## src/hw/rtl/vt52_pkg.sv

```systemverilog
`timescale 1ns / 1ps
package vt52_pkg;

  localparam logic [7:0] CH_ESC = 8'h1B;
  localparam logic [7:0] CH_BS  = 8'h08;
  localparam logic [7:0] CH_HT  = 8'h09;
  localparam logic [7:0] CH_LF  = 8'h0A;
  localparam logic [7:0] CH_CR  = 8'h0D;
  localparam logic [7:0] CH_DEL = 8'h7F;
  localparam logic [7:0] POS_BIAS = 8'h20;
  localparam logic [7:0] ID_SLASH = 8'h2F;
  localparam logic [7:0] ID_K     = 8'h4B;

  // final letters of the escape sequences, also the key reply letters
  localparam logic [7:0] SEQ_UP    = 8'h41;
  localparam logic [7:0] SEQ_DOWN  = 8'h42;
  localparam logic [7:0] SEQ_RIGHT = 8'h43;
  localparam logic [7:0] SEQ_LEFT  = 8'h44;
  localparam logic [7:0] SEQ_HOME  = 8'h48;
  localparam logic [7:0] SEQ_REVLF = 8'h49;
  localparam logic [7:0] SEQ_EOS   = 8'h4A;
  localparam logic [7:0] SEQ_EOL   = 8'h4B;
  localparam logic [7:0] SEQ_PLACE = 8'h59;
  localparam logic [7:0] SEQ_IDENT = 8'h5A;

  localparam logic [3:0] ACT_GLYPH = 4'd0;
  localparam logic [3:0] ACT_BS    = 4'd1;
  localparam logic [3:0] ACT_TAB   = 4'd2;
  localparam logic [3:0] ACT_LF    = 4'd3;
  localparam logic [3:0] ACT_CR    = 4'd4;
  localparam logic [3:0] ACT_UP    = 4'd5;
  localparam logic [3:0] ACT_DOWN  = 4'd6;
  localparam logic [3:0] ACT_RIGHT = 4'd7;
  localparam logic [3:0] ACT_LEFT  = 4'd8;
  localparam logic [3:0] ACT_HOME  = 4'd9;
  localparam logic [3:0] ACT_REVLF = 4'd10;
  localparam logic [3:0] ACT_EOS   = 4'd11;
  localparam logic [3:0] ACT_EOL   = 4'd12;
  localparam logic [3:0] ACT_PLACE = 4'd13;
  localparam logic [3:0] ACT_REPLY = 4'd14;

  localparam logic [1:0] PS_GROUND = 2'd0;
  localparam logic [1:0] PS_ESC    = 2'd1;
  localparam logic [1:0] PS_ROW    = 2'd2;
  localparam logic [1:0] PS_COL    = 2'd3;

  localparam logic [2:0] KEY_UP    = 3'd0;
  localparam logic [2:0] KEY_DOWN  = 3'd1;
  localparam logic [2:0] KEY_RIGHT = 3'd2;
  localparam logic [2:0] KEY_LEFT  = 3'd3;
  localparam logic [2:0] KEY_HOME  = 3'd4;

  // decoded item: up to three beats sharing one action
  typedef struct packed {
    logic [1:0] count;
    logic [3:0] action;
    logic [7:0] row;
    logic [7:0] col;
    logic [6:0] glyph;
    logic [7:0] reply1;
    logic [1:0] state_next;
    logic [7:0] pending_row_next;
  } dec_t;

  function automatic logic [7:0] key_letter(input logic [2:0] key);
    logic [7:0] r;
    case (key)
      KEY_UP:    r = SEQ_UP;
      KEY_DOWN:  r = SEQ_DOWN;
      KEY_RIGHT: r = SEQ_RIGHT;
      KEY_LEFT:  r = SEQ_LEFT;
      KEY_HOME:  r = SEQ_HOME;
      default:   r = 8'h00;
    endcase
    return r;
  endfunction

endpackage

```

## src/hw/rtl/vt52_if.sv

```systemverilog
`timescale 1ns / 1ps
interface vt52_in_if;
  logic       valid;
  logic       ready;
  logic       kind;
  logic [7:0] byte_value;
  logic [2:0] key_code;

  modport source (output valid, kind, byte_value, key_code, input ready);
  modport sink (input valid, kind, byte_value, key_code, output ready);
endinterface

interface vt52_out_if;
  logic       valid;
  logic       ready;
  logic [3:0] action;
  logic [7:0] target_row;
  logic [7:0] target_col;
  logic [6:0] glyph;
  logic [7:0] reply_byte;
  logic       last;

  modport source (output valid, action, target_row, target_col, glyph, reply_byte, last,
                  input ready);
  modport sink (input valid, action, target_row, target_col, glyph, reply_byte, last,
                output ready);
endinterface

```

## src/hw/rtl/vt52_escape_parser.sv

```systemverilog
`timescale 1ns / 1ps
// the first result beat is registered: valid in the cycle after its input beat is taken
// throughput: one input beat per cycle while each gives at most one result and the
//   receiver takes it; an input giving several results (ESC Z, key) holds off the next
//   input until its last result beat is taken
// reset: synchronous, active high; parser returns to ground, pending row cleared,
//   no result held
module vt52_escape_parser (
  input logic         clk,
  input logic         rst,
  vt52_in_if.sink     in_ch,
  vt52_out_if.source  out_ch
);
  import vt52_pkg::*;

  logic [1:0] parse_state;
  logic [7:0] pending_row;
  dec_t       dec;

  // held result bundle; count zero means empty
  logic [1:0] cnt;
  logic [1:0] idx;
  logic [3:0] action;
  logic [7:0] row;
  logic [7:0] col;
  logic [6:0] glyph;
  logic [7:0] reply1;

  logic last_beat;
  logic out_fire;
  logic in_fire;

  vt52_dec u_dec (
    .kind        (in_ch.kind),
    .byte_value  (in_ch.byte_value),
    .key_code    (in_ch.key_code),
    .parse_state (parse_state),
    .pending_row (pending_row),
    .dec         (dec)
  );

  assign last_beat = (cnt != 2'd0) && (idx == cnt - 2'd1);
  assign out_fire = out_ch.valid && out_ch.ready;
  assign in_ch.ready = (cnt == 2'd0) || (out_ch.ready && last_beat);
  assign in_fire = in_ch.valid && in_ch.ready;

  always_ff @(posedge clk) begin
    if (rst) begin
      parse_state <= PS_GROUND;
      pending_row <= 8'd0;
      cnt <= 2'd0;
      idx <= 2'd0;
    end else begin
      if (in_fire) begin
        parse_state <= dec.state_next;
        pending_row <= dec.pending_row_next;
        cnt <= dec.count;
        idx <= 2'd0;
      end else if (out_fire) begin
        if (last_beat) begin
          cnt <= 2'd0;
        end else begin
          idx <= idx + 2'd1;
        end
      end
    end
  end

  always_ff @(posedge clk) begin
    if (in_fire) begin
      action <= dec.action;
      row <= dec.row;
      col <= dec.col;
      glyph <= dec.glyph;
      reply1 <= dec.reply1;
    end
  end

  assign out_ch.valid = (cnt != 2'd0);
  assign out_ch.action = action;
  assign out_ch.target_row = row;
  assign out_ch.target_col = col;
  assign out_ch.glyph = glyph;
  assign out_ch.last = last_beat;

  always_comb begin
    out_ch.reply_byte = 8'd0;
    if (action == ACT_REPLY) begin
      case (idx)
        2'd0:    out_ch.reply_byte = CH_ESC;
        2'd1:    out_ch.reply_byte = reply1;
        default: out_ch.reply_byte = ID_K;
      endcase
    end
  end

endmodule

```

## src/hw/rtl/vt52_dec.sv

```systemverilog
`timescale 1ns / 1ps
module vt52_dec (
  input  logic              kind,
  input  logic [7:0]        byte_value,
  input  logic [2:0]        key_code,
  input  logic [1:0]        parse_state,
  input  logic [7:0]        pending_row,
  output vt52_pkg::dec_t    dec
);
  import vt52_pkg::*;

  logic [7:0] unbiased;

  assign unbiased = byte_value - POS_BIAS;

  always_comb begin
    dec = '0;
    dec.state_next = parse_state;
    dec.pending_row_next = pending_row;
    if (kind) begin
      // key press leaves the parse state alone
      dec.count = 2'd2;
      dec.action = ACT_REPLY;
      dec.reply1 = key_letter(key_code);
    end else begin
      case (parse_state)
        PS_ESC: begin
          dec.state_next = PS_GROUND;
          case (byte_value)
            SEQ_UP:    begin dec.count = 2'd1; dec.action = ACT_UP; end
            SEQ_DOWN:  begin dec.count = 2'd1; dec.action = ACT_DOWN; end
            SEQ_RIGHT: begin dec.count = 2'd1; dec.action = ACT_RIGHT; end
            SEQ_LEFT:  begin dec.count = 2'd1; dec.action = ACT_LEFT; end
            SEQ_HOME:  begin dec.count = 2'd1; dec.action = ACT_HOME; end
            SEQ_REVLF: begin dec.count = 2'd1; dec.action = ACT_REVLF; end
            SEQ_EOS:   begin dec.count = 2'd1; dec.action = ACT_EOS; end
            SEQ_EOL:   begin dec.count = 2'd1; dec.action = ACT_EOL; end
            SEQ_PLACE: begin dec.state_next = PS_ROW; end
            SEQ_IDENT: begin
              dec.count = 2'd3;
              dec.action = ACT_REPLY;
              dec.reply1 = ID_SLASH;
            end
            default: begin end
          endcase
        end
        PS_ROW: begin
          dec.pending_row_next = unbiased;
          dec.state_next = PS_COL;
        end
        PS_COL: begin
          dec.state_next = PS_GROUND;
          dec.count = 2'd1;
          dec.action = ACT_PLACE;
          dec.row = pending_row;
          dec.col = unbiased;
        end
        default: begin
          dec.state_next = PS_GROUND;
          case (byte_value)
            CH_ESC: dec.state_next = PS_ESC;
            CH_BS:  begin dec.count = 2'd1; dec.action = ACT_BS; end
            CH_HT:  begin dec.count = 2'd1; dec.action = ACT_TAB; end
            CH_LF:  begin dec.count = 2'd1; dec.action = ACT_LF; end
            CH_CR:  begin dec.count = 2'd1; dec.action = ACT_CR; end
            default: begin
              if (!(byte_value inside {[8'h00:8'h1F], CH_DEL})) begin
                dec.count = 2'd1;
                dec.action = ACT_GLYPH;
                dec.glyph = byte_value[6:0];
              end
            end
          endcase
        end
      endcase
    end
  end

endmodule

```

## src/flat_wrapper.sv

```systemverilog
// flat-port wrapper written by rule: the top's interface ports become plain ports
module vt52_escape_parser_flat import vt52_pkg::*;
  (clk, rst, in_ch_valid, in_ch_kind, in_ch_byte_value, in_ch_key_code, in_ch_ready, out_ch_valid, out_ch_action, out_ch_target_row, out_ch_target_col, out_ch_glyph, out_ch_reply_byte, out_ch_last, out_ch_ready);
  vt52_in_if in_ch_i ();
  vt52_out_if out_ch_i ();
  input logic clk;
  input logic rst;
  input wire logic [$bits(in_ch_i.valid)-1:0] in_ch_valid;
  input wire logic [$bits(in_ch_i.kind)-1:0] in_ch_kind;
  input wire logic [$bits(in_ch_i.byte_value)-1:0] in_ch_byte_value;
  input wire logic [$bits(in_ch_i.key_code)-1:0] in_ch_key_code;
  output wire logic [$bits(in_ch_i.ready)-1:0] in_ch_ready;
  output wire logic [$bits(out_ch_i.valid)-1:0] out_ch_valid;
  output wire logic [$bits(out_ch_i.action)-1:0] out_ch_action;
  output wire logic [$bits(out_ch_i.target_row)-1:0] out_ch_target_row;
  output wire logic [$bits(out_ch_i.target_col)-1:0] out_ch_target_col;
  output wire logic [$bits(out_ch_i.glyph)-1:0] out_ch_glyph;
  output wire logic [$bits(out_ch_i.reply_byte)-1:0] out_ch_reply_byte;
  output wire logic [$bits(out_ch_i.last)-1:0] out_ch_last;
  input wire logic [$bits(out_ch_i.ready)-1:0] out_ch_ready;
  assign in_ch_i.valid = in_ch_valid;
  assign in_ch_i.kind = in_ch_kind;
  assign in_ch_i.byte_value = in_ch_byte_value;
  assign in_ch_i.key_code = in_ch_key_code;
  assign in_ch_ready = in_ch_i.ready;
  assign out_ch_valid = out_ch_i.valid;
  assign out_ch_action = out_ch_i.action;
  assign out_ch_target_row = out_ch_i.target_row;
  assign out_ch_target_col = out_ch_i.target_col;
  assign out_ch_glyph = out_ch_i.glyph;
  assign out_ch_reply_byte = out_ch_i.reply_byte;
  assign out_ch_last = out_ch_i.last;
  assign out_ch_i.ready = out_ch_ready;
  vt52_escape_parser u_core (.clk(clk), .rst(rst), .in_ch(in_ch_i), .out_ch(out_ch_i));
endmodule
```

## config.mk

```make
export PLATFORM = sky130hd
export DESIGN_NAME = vt52_escape_parser_flat
export DESIGN_NICKNAME = d
export VERILOG_FILES = /design/src/hw/rtl/vt52_pkg.sv /design/src/hw/rtl/vt52_if.sv /design/src/hw/rtl/vt52_escape_parser.sv /design/src/hw/rtl/vt52_dec.sv /design/src/flat_wrapper.sv
export SDC_FILE = /design/constraint.sdc
export NUM_CORES = 1
export LEC_CHECK = 0
export ABC_CLOCK_PERIOD_IN_PS = 3800
export BUFFER_PORTS_ARGS = -buffer_cell sky130_fd_sc_hd__clkbuf_2
export CAP_MARGIN = 20
export CORE_UTILIZATION = 50
export CTS_CLUSTER_SIZE = 20
export DETAILED_ROUTE_END_ITERATION = 16
export PLACE_DENSITY = 0.74
export SLEW_MARGIN = 20
export SYNTH_ARGS = -nofsm -noshare
export SYNTH_HDL_FRONTEND = slang
export SYNTH_SLANG_ARGS = --single-unit
```

## constraint.sdc

```tcl
create_clock -name clk -period 3.8 [get_ports clk]
set_clock_uncertainty 0.05 [all_clocks]
set_input_delay 0 -clock clk [delete_from_list [all_inputs] [get_ports clk]]
set_output_delay 0 -clock clk [all_outputs]
set_load 0.01 [all_outputs]
```

==> summary.txt, run 1 <==
Global route
  – Initial antenna violation count: 0
  – Global-route usage over all layers: 19.11%
  – Congestion Overflow GR: 0
  – Largest net degree at the start of global routing: 40
  – First-pass GRT wire length: 7686 microns
  – Vias in the first global route: 1623

Setup path
  – Slowest cell on the critical path: buf_4
  – CP required: 3.97 ns
  – Crit-path cells: inv_1 > ha_1 > xnor2_1 > o31ai_4 > buf_4 > and2_1 > nor2_1 > a211oi_1
  – Critical Setup Path Class: reg -> reg
  – CP Max Fanout: 39
  – R2R Path End: u_core.parse_state[0]$_SDFFE_PP0P_
  – Max incr delay on CP: 0.45 ns
  – R2R Setup Slk: 1.48 ns
  – R2R cell count: 8
  – CP arrival: 2.49 ns
  – CP endpoint kind: register
  – Reg2reg start: u_core.cnt[0]$_SDFFE_PP0P_
  – Crit start category: register

Yosys
  – Dominant synthesized flop cell: edfxtp_1
  – Most common cell in the synthesized netlist: edfxtp_1
  – Largest family of logic cells by synthesized area: simple AND/OR/NAND/NOR gates
  – Post-Syn Instances: 230
  – Top-area cell type share of the netlist area: 40.04%
  – Synth Net Count: 254
  – Avg Cell Area, Syn: 10.76 sq um
  – Synth Area in Simple Gates: 18.66%
  – Dominant cell type by area after synthesis: edfxtp_1
  – Top cells by area, synth: edfxtp_1 (40%), dfxtp_1 (11%), nor2_1 (4.4%)
  – Seq cells post-synth: 47
  – Yosys warns: 0
  – Syn Std Cell Area: 2475 sq um
  – Area share of xor/xnor cells in the synthesized design: 1.769%
  – Synth cell types: 45
  – Register area share after synthesis: 51.37%
  – Post-synth EDFFs: 33
  – Multiplexer share of the synthesized area: 3.236%
  – Synth top cells by count: edfxtp_1 (33), nor2_1 (29), and2_1 (15), inv_1 (15)
  – FFs w/ async S/R, synth: 0%
  – Compound-gate portion of the synthesized area: 13.35%
  – Adder-Cell Fraction of Synth Area: 4.449%

Layout
  – Register Area: 1271 sq um
  – Area growth syn-to-layout: 14.81%
  – Final instance area: 2841 sq um
  – N_diodes: 0
  – Area occupied by multi-input gates: 1030 sq um
  – Share of cells above drive strength 1: 24.56%
  – Nets: 304
  – Fill cells: 424

Clocking
  – Clk root buf: clkbuf_8
  – Clk Latency, worst-skew pair: 0.30 ns
  – Worst-path clk slew: 0.08 ns
  – Cts hold-fix bufs: 2
  – Clock Sinks: 47
  – Resized cells post-CTS: 0
  – CTS Buf Count: 5
  – Clock tree buffer depth: 2
  – Postcts setup bufs: 0
  – CTS tree: yes
  – H-tree depth: 2

Timing
  – Max-slew violation count: 0
  – Crit share post-route: 61.03%
  – Least-Margin Pin Slew: 0.8174 ns
  – Final min period: 2.319 ns
  – Slew headroom: 45.09%
  – Setup tns final: 0 ns
  – Fmax: 431.2 MHz
  – Final setup violation count: 0
  – RSZ-0062 raised after global routing: false
  – Hold Vio Cnt, Final: 0

Die
  – I/O Pins: 54
  – Starting Density: 52.05%
  – Die height: 72.36 microns
  – Number of core rows: 25
  – Core area: 4755 sq um
  – Die W: 72.36 microns
  – Die area: 5235 sq um

Detailed routing
  – Drt first-iter violations: 95
  – ANT nets after route: 0
  – Routed len/inst: 13.61 microns
  – DRC violations left: 0
  – Vias per cell: 5.339
  – Final wirelength: 4735 microns
  – DR pass1 iterations: 7
  – DR vias: 1858

Min path
  – Hold Crit Class: in -> reg
  – Hold depth: 3
  – Hold endpoint: u_core.reply1[6]$_SDFFCE_PN0P_
  – Hold Startpoint: in_ch_key_code[2]

Placed design
  – Gpl congestion: 0.8563
  – Final HPWL DP: 3372 microns
  – Post-DP Area: 2709 sq um
  – Port buffer count: 52

Status
  – Status: finished clean

Job
  – Max-cap violations: 0

Power
  – Pwr dens: 401.7 nW/um^2
  – Max VDD drop: 0.1852 mV
  – Leakage power: 0.001144 uW
[worst max-delay path, delay by kind of cell (launching register included)]
kind | cells | cell delay (ns)
compound gates | 2 | 0.48
xor+xnor | 1 | 0.20
fa+ha+maj | 1 | 0.30
buf+inv | 2 | 0.51
flops | 1 | 0.39
simple gates | 2 | 0.32
[cell usage in the layout (no fill, tap or decap), types with 2 or more instances in the layout]
cell	count
a211oi_1	2
a211oi_2	3
a21oi_1	8
a31oi_1	2
a41oi_1	2
and2_1	15
and3_1	3
clkbuf_2	52
clkbuf_8	5
dfxtp_1	14
dlygate4sd3_1	2
edfxtp_1	33
ha_1	8
inv_1	15
mux2i_1	8
nand2_1	14
nand2b_1	4
nand3_1	2
nand4b_1	2
nor2_1	29
nor2b_1	2
nor3_1	12
o21a_1	4
o21ai_0	9
o31ai_1	2
o41ai_1	2
or3_1	2
xnor2_1	5
[logic make-up after synthesis]
kind of cell / after synthesis
adders and majority gates: 9
other: 1
buffers and inverters: 27
and+or+nand+nor: 90
AOI/OAI and AO/OA: 43
muxes: 8
xor gates and xnor gates: 5
DFF: 47
[area by class of cell]
class                      instances  area share [%]
multi-input combinational        156           36.24
timing repair buffer              55           10.13
clock inverter                     3           1.541
tap                               67           2.950
inverter                          15           1.982
sequential                        47           44.74
clock buffer                       5           2.422
[layer usage]
metal  vias to the layer above  GRT usage [%]  part of all wire (%)
li1                        924              -                     -
met1                       842          26.12                    45
met2                        82          29.91                    47
met3                        10          4.167                   6.4
met4                         0          6.972                   1.5
met5                         -              0                     0
[report_power, final]
group	internal, uW	switching, uW
Combinational	64.2	113
Clock	196	166
Sequential	590	12.5
[state kept, by name, summed over array words and instances, names as in the netlist, named ones only]
| name | flops |
|---|---|
| u_core.parse_state | 1 |
| u_core.out_ch.target_row | 8 |
| u_core.idx | 2 |
| u_core.pending_row | 8 |
| u_core.reply1 | 6 |
| u_core.out_ch.glyph | 7 |
| u_core.cnt | 2 |
| u_core.out_ch.target_col | 8 |
| u_core.out_ch.action | 4 |
[through the flow]
stage	power (uW)	hold slack, ns	cells	worst slack (ns)	utilization (%)
floorplan	732.4	0.01465	230	0.9571	-
global placement	786.0	0.2695	338	1.605	56.97
detailed placement	789.8	0.2690	338	1.489	56.97
CTS	1149	0.02832	348	1.460	59.76
global route	1188	0.04567	348	1.336	59.76
finish	1141	0.03580	348	1.481	59.76
[worst max path at each step]
stage                               startpoint                                 end  slack (ns)  depth (start not counted)
finish              u_core.cnt[0]$_SDFFE_PP0P_  u_core.parse_state[0]$_SDFFE_PP0P_        1.48                          8
global route        u_core.cnt[0]$_SDFFE_PP0P_                            register        1.34                          8
detailed placement  u_core.cnt[0]$_SDFFE_PP0P_  u_core.parse_state[0]$_SDFFE_PP0P_        1.49                          8
CTS                 u_core.cnt[0]$_SDFFE_PP0P_  u_core.parse_state[0]$_SDFFE_PP0P_        1.46                          8
global placement    u_core.cnt[0]$_SDFFE_PP0P_  u_core.parse_state[0]$_SDFFE_PP0P_        1.61                          8
floorplan           u_core.cnt[0]$_SDFFE_PP0P_  u_core.pending_row[4]$_SDFFE_PP0P_        0.96                          8
No activity file was read; power rests on OpenSTA's default activity.
==> inputs of run 2 (changes only) <==
Settings changed: ABC_CLOCK_PERIOD_IN_PS 3800 to 2400.
Clock period 3.8 ns to 2.4 ns, I/O delays scaled along.
==> run 2 against run 1 <==
  * Combinational power increased by 73%
  * Flip-flop and latch count stayed put
  * Design area rose by 1.9%
  * Total power is 60% higher
  * Critical path type unchanged
  * Critical endpoint unchanged
  * Largest power group unchanged
==> summary.txt, run 2 (synthesis gave the netlist of run 1 again) <==
Job
  – Max-cap violations: 0 (unchanged)

Die
  – Starting Density: 52.05% (unchanged)
  – Number of core rows: 25 (unchanged)
  – I/O Pins: 54 (unchanged)
  – Die W: 72.36 microns (unchanged)
  – Die height: 72.36 microns (unchanged)
  – Core area: 4755 sq um (unchanged)
  – Die area: 5235 sq um (unchanged)

Min path
  – Hold depth: 2 (-1)
  – Hold Startpoint: in_ch_key_code[1]
  – Hold endpoint: u_core.reply1[3]$_DFFE_PP_
  – Hold Crit Class: in -> reg

Detailed routing
  – Drt first-iter violations: 104 (+9.5%)
  – ANT nets after route: 0 (unchanged)
  – DR pass1 iterations: 4 (-3)
  – Final wirelength: 4829 microns (+2.0%)
  – DR vias: 1830 (-1.5%)
  – Vias per cell: 5.244 (-1.8%)
  – DRC violations left: 0 (unchanged)
  – Routed len/inst: 13.84 microns (+1.7%)

Clocking
  – Clock tree buffer depth: 2 (unchanged)
  – CTS tree: yes
  – Clk root buf: clkbuf_8
  – Clk Latency, worst-skew pair: 0.30 ns (about the same)
  – CTS Buf Count: 5 (unchanged)
  – H-tree depth: 2 (unchanged)
  – Clock Sinks: 47 (unchanged)
  – Worst-path clk slew: 0.08 ns (about the same)

Global route
  – Congestion Overflow GR: 0 (unchanged)
  – Vias in the first global route: 1724 (+6.2%)
  – Most Crowded Layer GR: met2
  – Initial antenna violation count: 0 (unchanged)
  – First-pass GRT wire length: 7928 microns (+3.1%)
  – Global-route usage over all layers: 19.70% (+0.60 points)
  – Met3 Track Usage GR: 5.139% (+0.97 points)
  – Largest net degree at the start of global routing: 40 (unchanged)
  – Met2 Track Usage GR: 31.05% (+1.1 points)
  – Met1 Resource Use GR: 26.21% (+0.090 points)

Layout
  – Leading cell type in the layout, fill and taps excluded: clkbuf_2
  – Fill cells: 434 (+2.4%)
  – N_diodes: 0 (unchanged)
  – Final instance area: 2897 sq um (+1.9%)
  – Area growth syn-to-layout: 17.04%
  – Area occupied by multi-input gates: 1069 sq um (+3.8%)
  – Register Area: 1274 sq um (+0.20%)
  – Most frequent cells in the layout: clkbuf_2 (52), edfxtp_1 (33), nor2_1 (28)
  – Nets: 305 (+0.33%)
  – Share of cells above drive strength 1: 26.95% (+2.4 points)

Setup path
  – Critical Setup Path Class: reg -> reg
  – Reg2reg start: u_core.cnt[1]$_SDFFE_PP0P_
  – CP required: 2.56 ns (-1.41 ns)
  – R2R Setup Slk: 0.47 ns (-1.01 ns)
  – R2R cell count: 8 (unchanged)
  – CP Max Fanout: 39 (unchanged)
  – CP arrival: 2.09 ns (-0.40 ns)
  – Crit start category: register
  – R2R Path End: u_core.parse_state[0]$_SDFFE_PP0P_
  – CP endpoint kind: register

Power
  – Combinational Power Share: 16.8% (+1.3 points)
  – Clock power share: 30.7% (-1.0 points)
  – Max VDD drop: 0.3166 mV (+71%)
  – Switching share of power: 24.96% (-0.54 points)
  – Sw Pwr: 454.9 uW (+56%)
  – Pwr dens: 629.2 nW/um^2 (+57%)
  – Internal power: 1368 uW (+61%)
  – Leakage power: 0.001152 uW (+0.76%)
  – Total chip power: 1823 uW (+60%)
  – Seq pwr share: 52.5% (-0.3 points)

Timing
  – Minimum hold slack: 0.02488 ns (-0.01093 ns)
  – Setup tns final: 0 ns (unchanged)
  – Least-Margin Pin Slew: 0.5498 ns (-0.2677 ns)
  – Crit share post-route: 80.57% (+20 points)
  – Fmax: 517.2 MHz (+20%)
  – Final min period: 1.934 ns (-0.3857 ns)
  – RSZ-0062 raised after global routing: false
  – Slew headroom: 63.27% (+18 points)
  – Final setup violation count: 0 (unchanged)
  – Hold Vio Cnt, Final: 0 (unchanged)
  – Max-slew violation count: 0 (unchanged)

Placed design
  – Final HPWL DP: 3500 microns (+3.8%)
  – Port buffer count: 52 (unchanged)
  – Gpl congestion: 0.8710 (+1.7%)
  – Post-DP Area: 2770 sq um (+2.3%)

Status
  – Status: finished clean
==> run 2: cell count changes in the layout (fill, tap and decap cells not counted), sizes merged <==
cell | previous run | this run
clkbuf | 57 | 59
buf | 1 | 2
clkinv | 2 | 0
==> run 2: repair_timing <==
| action | 4_1_cts | 5_1_grt |
|---|---|---|
| hold buffers | 2 | 0 |
| gates resized for setup | 0 | 0 |
| setup buffers | 0 | 0 |
| hold endpoints to repair | 2 | 0 |
==> run 2: worst max-delay path by stage <==
stage / startpoint / end / cells after the start
2_1_floorplan: u_core.cnt[1]$_SDFFE_PP0P_ / u_core.pending_row[4]$_SDFFE_PP0P_ / 8
3_3_place_gp: u_core.cnt[0]$_SDFFE_PP0P_ / u_core.parse_state[0]$_SDFFE_PP0P_ / 8
3_5_place_dp: u_core.cnt[1]$_SDFFE_PP0P_ / u_core.parse_state[0]$_SDFFE_PP0P_ / 8
4_1_cts: u_core.cnt[1]$_SDFFE_PP0P_ / u_core.parse_state[0]$_SDFFE_PP0P_ / 8
5_1_grt: u_core.cnt[0]$_SDFFE_PP0P_ / u_core.parse_state[0]$_SDFFE_PP0P_ / 8
6_report: u_core.cnt[1]$_SDFFE_PP0P_ / u_core.parse_state[0]$_SDFFE_PP0P_ / 8
==> run 2: layout make-up <==
class | count | share of cell area (%)
clock buffers | 7 | 2.635
clock inverters | 1 | 1.037
inverters | 15 | 1.944
multi-input cells | 156 | 36.89
flip-flops and latches | 47 | 43.97
well taps | 67 | 2.894
repair buffers | 56 | 10.63
==> run 2: critical path, cell delays in order (launching register included) <==
cell      delay, ns
dfxtp_2        0.34
inv_2          0.04
ha_4           0.25
xnor2_4        0.15
o31ai_4        0.23
buf_12         0.27
and2_1         0.22
nor2_1         0.06
a211oi_1       0.22
==> run 2: metal layers <==
layer	up-vias	routed length [microns]
met2	56	2321
li1	922	-
met4	0	64
met1	847	2187
met5	-	0
met3	5	255
==> run 2: per-stage QoR <==
| stage | cells | setup WS [ns] | utilization [%] |
|---|---|---|---|
| after floorplan | 230 | -0.2845 | - |
| after global placement | 339 | 0.5745 | 58.26 |
| after detailed placement | 339 | 0.4846 | 58.26 |
| after CTS | 349 | 0.4570 | 60.92 |
| after global routing | 349 | 0.3296 | 60.92 |
| final | 349 | 0.4664 | 60.92 |
==> run 2: power groups by stage <==
stage               clock network, uW  logic [uW]  registers, uW
global route                      612         335            962
floorplan                           0         182            997
CTS                               572         308            957
global placement                    0         297            974
finish                            560         307            956
detailed placement                  0         304            976
==> inputs of run 3 (changes only) <==
Settings changed: ABC_CLOCK_PERIOD_IN_PS 2400 to 1660, CORE_UTILIZATION 50 to 49, PLACE_DENSITY 0.74 to 0.76.
Clock period 2.4 ns to 1.66 ns, I/O delays scaled along.
==> run 3 against run 2 <==
  * The flow now finishes with violations (setup timing)
  * Die area grew 2.0%
  * First-iteration DRC count is 5.8% lower
  * Flip-flop and latch count is the same
  * Via count increased by 8.6%
  * Sequential power up 44%
  * Sequential share of layout area decreased by 4.1 points
  * Total power is 50% higher
  * Wire length is 15% higher
  * Critical endpoint unchanged
  * Largest power group unchanged
==> summary.txt, run 3 (synthesis gave the netlist of run 1 again) <==
Layout
  – Share of cells above drive strength 1: 39.67% (+13 points)
  – Most frequent cells in the layout: clkbuf_2 (51), edfxtp_1 (33), nor2_1 (26)
  – N_diodes: 0 (unchanged)
  – Leading cell type in the layout, fill and taps excluded: clkbuf_2
  – Fill cells: 375 (-14%)
  – Area growth syn-to-layout: 29.88%
  – Nets: 328 (+7.5%)

Timing
  – Fmax: 544.5 MHz (+5.3%)
  – Max-slew violation count: 0 (unchanged)
  – Final setup violation count: 47 (+47)
  – Slew headroom: 61.56% (-1.7 points)
  – Setup tns final: -3.667 ns (-3.667 ns)
  – Post-layout worst setup margin: -0.1764 ns (-0.6428 ns)
  – Least-Margin Pin Slew: 0.5722 ns (+0.02246 ns)
  – Crit share post-route: 110.6% (+30 points)
  – RSZ-0062 raised after global routing: true
  – Hold Vio Cnt, Final: 0 (unchanged)
  – Final min period: 1.836 ns (-0.09725 ns)

Detailed routing
  – ANT nets after route: 0 (unchanged)
  – Final wirelength: 5531 microns (+15%)
  – Vias per cell: 5.341 (+1.9%)
  – DR vias: 1987 (+8.6%)
  – Routed len/inst: 14.87 microns (+7.5%)
  – DRC violations left: 0 (unchanged)
  – DR pass1 iterations: 5 (+1)
  – Drt first-iter violations: 98 (-5.8%)

Global route
  – First-pass GRT wire length: 8618 microns (+8.7%)
  – Largest net degree at the start of global routing: 23 (-43%)
  – Global-route usage over all layers: 21.65% (+2.0 points)
  – Congestion Overflow GR: 0 (unchanged)
  – Vias in the first global route: 1813 (+5.2%)
  – Initial antenna violation count: 0 (unchanged)

Clocking
  – CTS Buf Count: 5 (unchanged)
  – Clock Sinks: 47 (unchanged)
  – Worst-path clk slew: 0.08 ns (about the same)
  – Clock tree buffer depth: 2 (unchanged)
  – H-tree depth: 2 (unchanged)
  – CTS tree: yes
  – Clk Latency, worst-skew pair: 0.30 ns (about the same)
  – Clk root buf: clkbuf_8

Power
  – Total chip power: 2726 uW (+50%)
  – Leakage power: 0.001300 uW (+13%)
  – Pwr dens: 848.0 nW/um^2 (+35%)
  – Max VDD drop: 0.4755 mV (+50%)

Die
  – Core area: 4786 sq um (+0.66%)
  – I/O Pins: 54 (unchanged)
  – Die area: 5339 sq um (+2.0%)
  – Number of core rows: 25 (unchanged)
  – Die height: 73.07 microns (+0.99%)
  – Die W: 73.07 microns (+0.99%)
  – Starting Density: 51.71% (-0.34 points)

Setup path
  – Slowest cell on the critical path: dfxtp_2
  – R2R Setup Slk: -0.18 ns (-0.64 ns)
  – CP Max Fanout: 7 (-82%)
  – CP endpoint kind: register
  – Crit start category: register
  – Reg2reg start: u_core.cnt[0]$_SDFFE_PP0P_
  – Critical Setup Path Class: reg -> reg
  – CP arrival: 1.99 ns (-0.10 ns)
  – CP required: 1.81 ns (-0.75 ns)
  – Critical path origin: u_core.cnt[0]$_SDFFE_PP0P_
  – Max incr delay on CP: 0.36 ns (+0.02 ns)
  – Crit-path cells: inv_2 > ha_4 > xnor2_4 > o31ai_4 > buf_4 > and2_4 > nor2_1 > a211oi_1

Min path
  – Hold Startpoint: in_ch_key_code[1]
  – Hold Crit Class: in -> reg

Status
  – Status: finished with violations
  – Failing checks: setup timing

Job
  – Max-cap violations: 0 (unchanged)

Placed design
  – Final HPWL DP: 3797 microns (+8.5%)
  – Gpl congestion: 0.8908 (+2.3%)
  – Port buffer count: 52 (unchanged)
[run 3: path summary, 6_finish.rpt]
path,cells past startpoint,to
max,8,u_core.parse_state[0]$_SDFFE_PP0P_
min,2,u_core.reply1[3]$_DFFE_PP_
max reg2reg,8,u_core.parse_state[0]$_SDFFE_PP0P_
min reg2reg,2,u_core.pending_row[0]$_SDFFE_PP0P_
[run 3: report_power, final]
| part | internal [uW] | total (uW) | switching [uW] | leakage, uW |
|---|---|---|---|---|
| Clock | 451 | 816 | 366 | 0.0000524 |
| Combinational | 229 | 528 | 299 | 0.000804 |
| Sequential | 1350 | 1380 | 29.7 | 0.000444 |
| Total | 2030 | 2730 | 694 | 0.00130 |
[run 3: critical path, delay by kind of cell, from the launching register on]
family	cells	cell delay, ns
AOI/OAI and AO/OA	2	0.44
DFF	1	0.36
buffers and inverters	2	0.26
and+or+nand+nor	2	0.24
adders and majority gates	1	0.23
xor gates and xnor gates	1	0.16
[run 3: per-stage QoR]
step           area [sq um]  utilization, %  std cells  setup slack, ns  hold slack [ns]
2_1_floorplan          2522               -        230           -1.025          0.01465
3_3_place_gp           2914           60.89        358         -0.03846           0.2738
3_5_place_dp           2914           60.89        358         -0.09283           0.2751
4_1_cts                3119           65.18        371         -0.09033          0.01442
5_1_grt                3214           67.16        372          -0.2615          0.01458
6_report               3214           67.16        372          -0.1764          0.01497
[run 3: area by class of cell]
class / instances / area [sq um] / share of cell area (%)
multi-input combinational: 157 / 1200 / 37.33
inverter: 15 / 56.30 / 1.752
sequential: 47 / 1281 / 39.86
tap: 67 / 83.83 / 2.608
timing repair buffer: 78 / 486.7 / 15.14
clock inverter: 1 / 30.03 / 0.9342
clock buffer: 7 / 76.32 / 2.374
[run 3: layer usage]
metal / share of wire [%] / routed length [microns] / GRT usage [%]
met5: 0 / 0 / 0
met4: 2.1 / 116 / 7.843
met3: 6.2 / 342 / 5.110
met2: 49 / 2735 / 33.85
met1: 42 / 2337 / 29.32
[run 3: repair_timing]
action | 4_1_cts | 5_1_grt
pin swaps | 6 | 7
buffers inserted | 2 | 1
cloned | 1 | 0
endpoints found under the setup margin | 57 | 63
resized for setup | 14 | 18
hold buffers | 2 | 0
endpoints found under the hold margin | 2 | 0
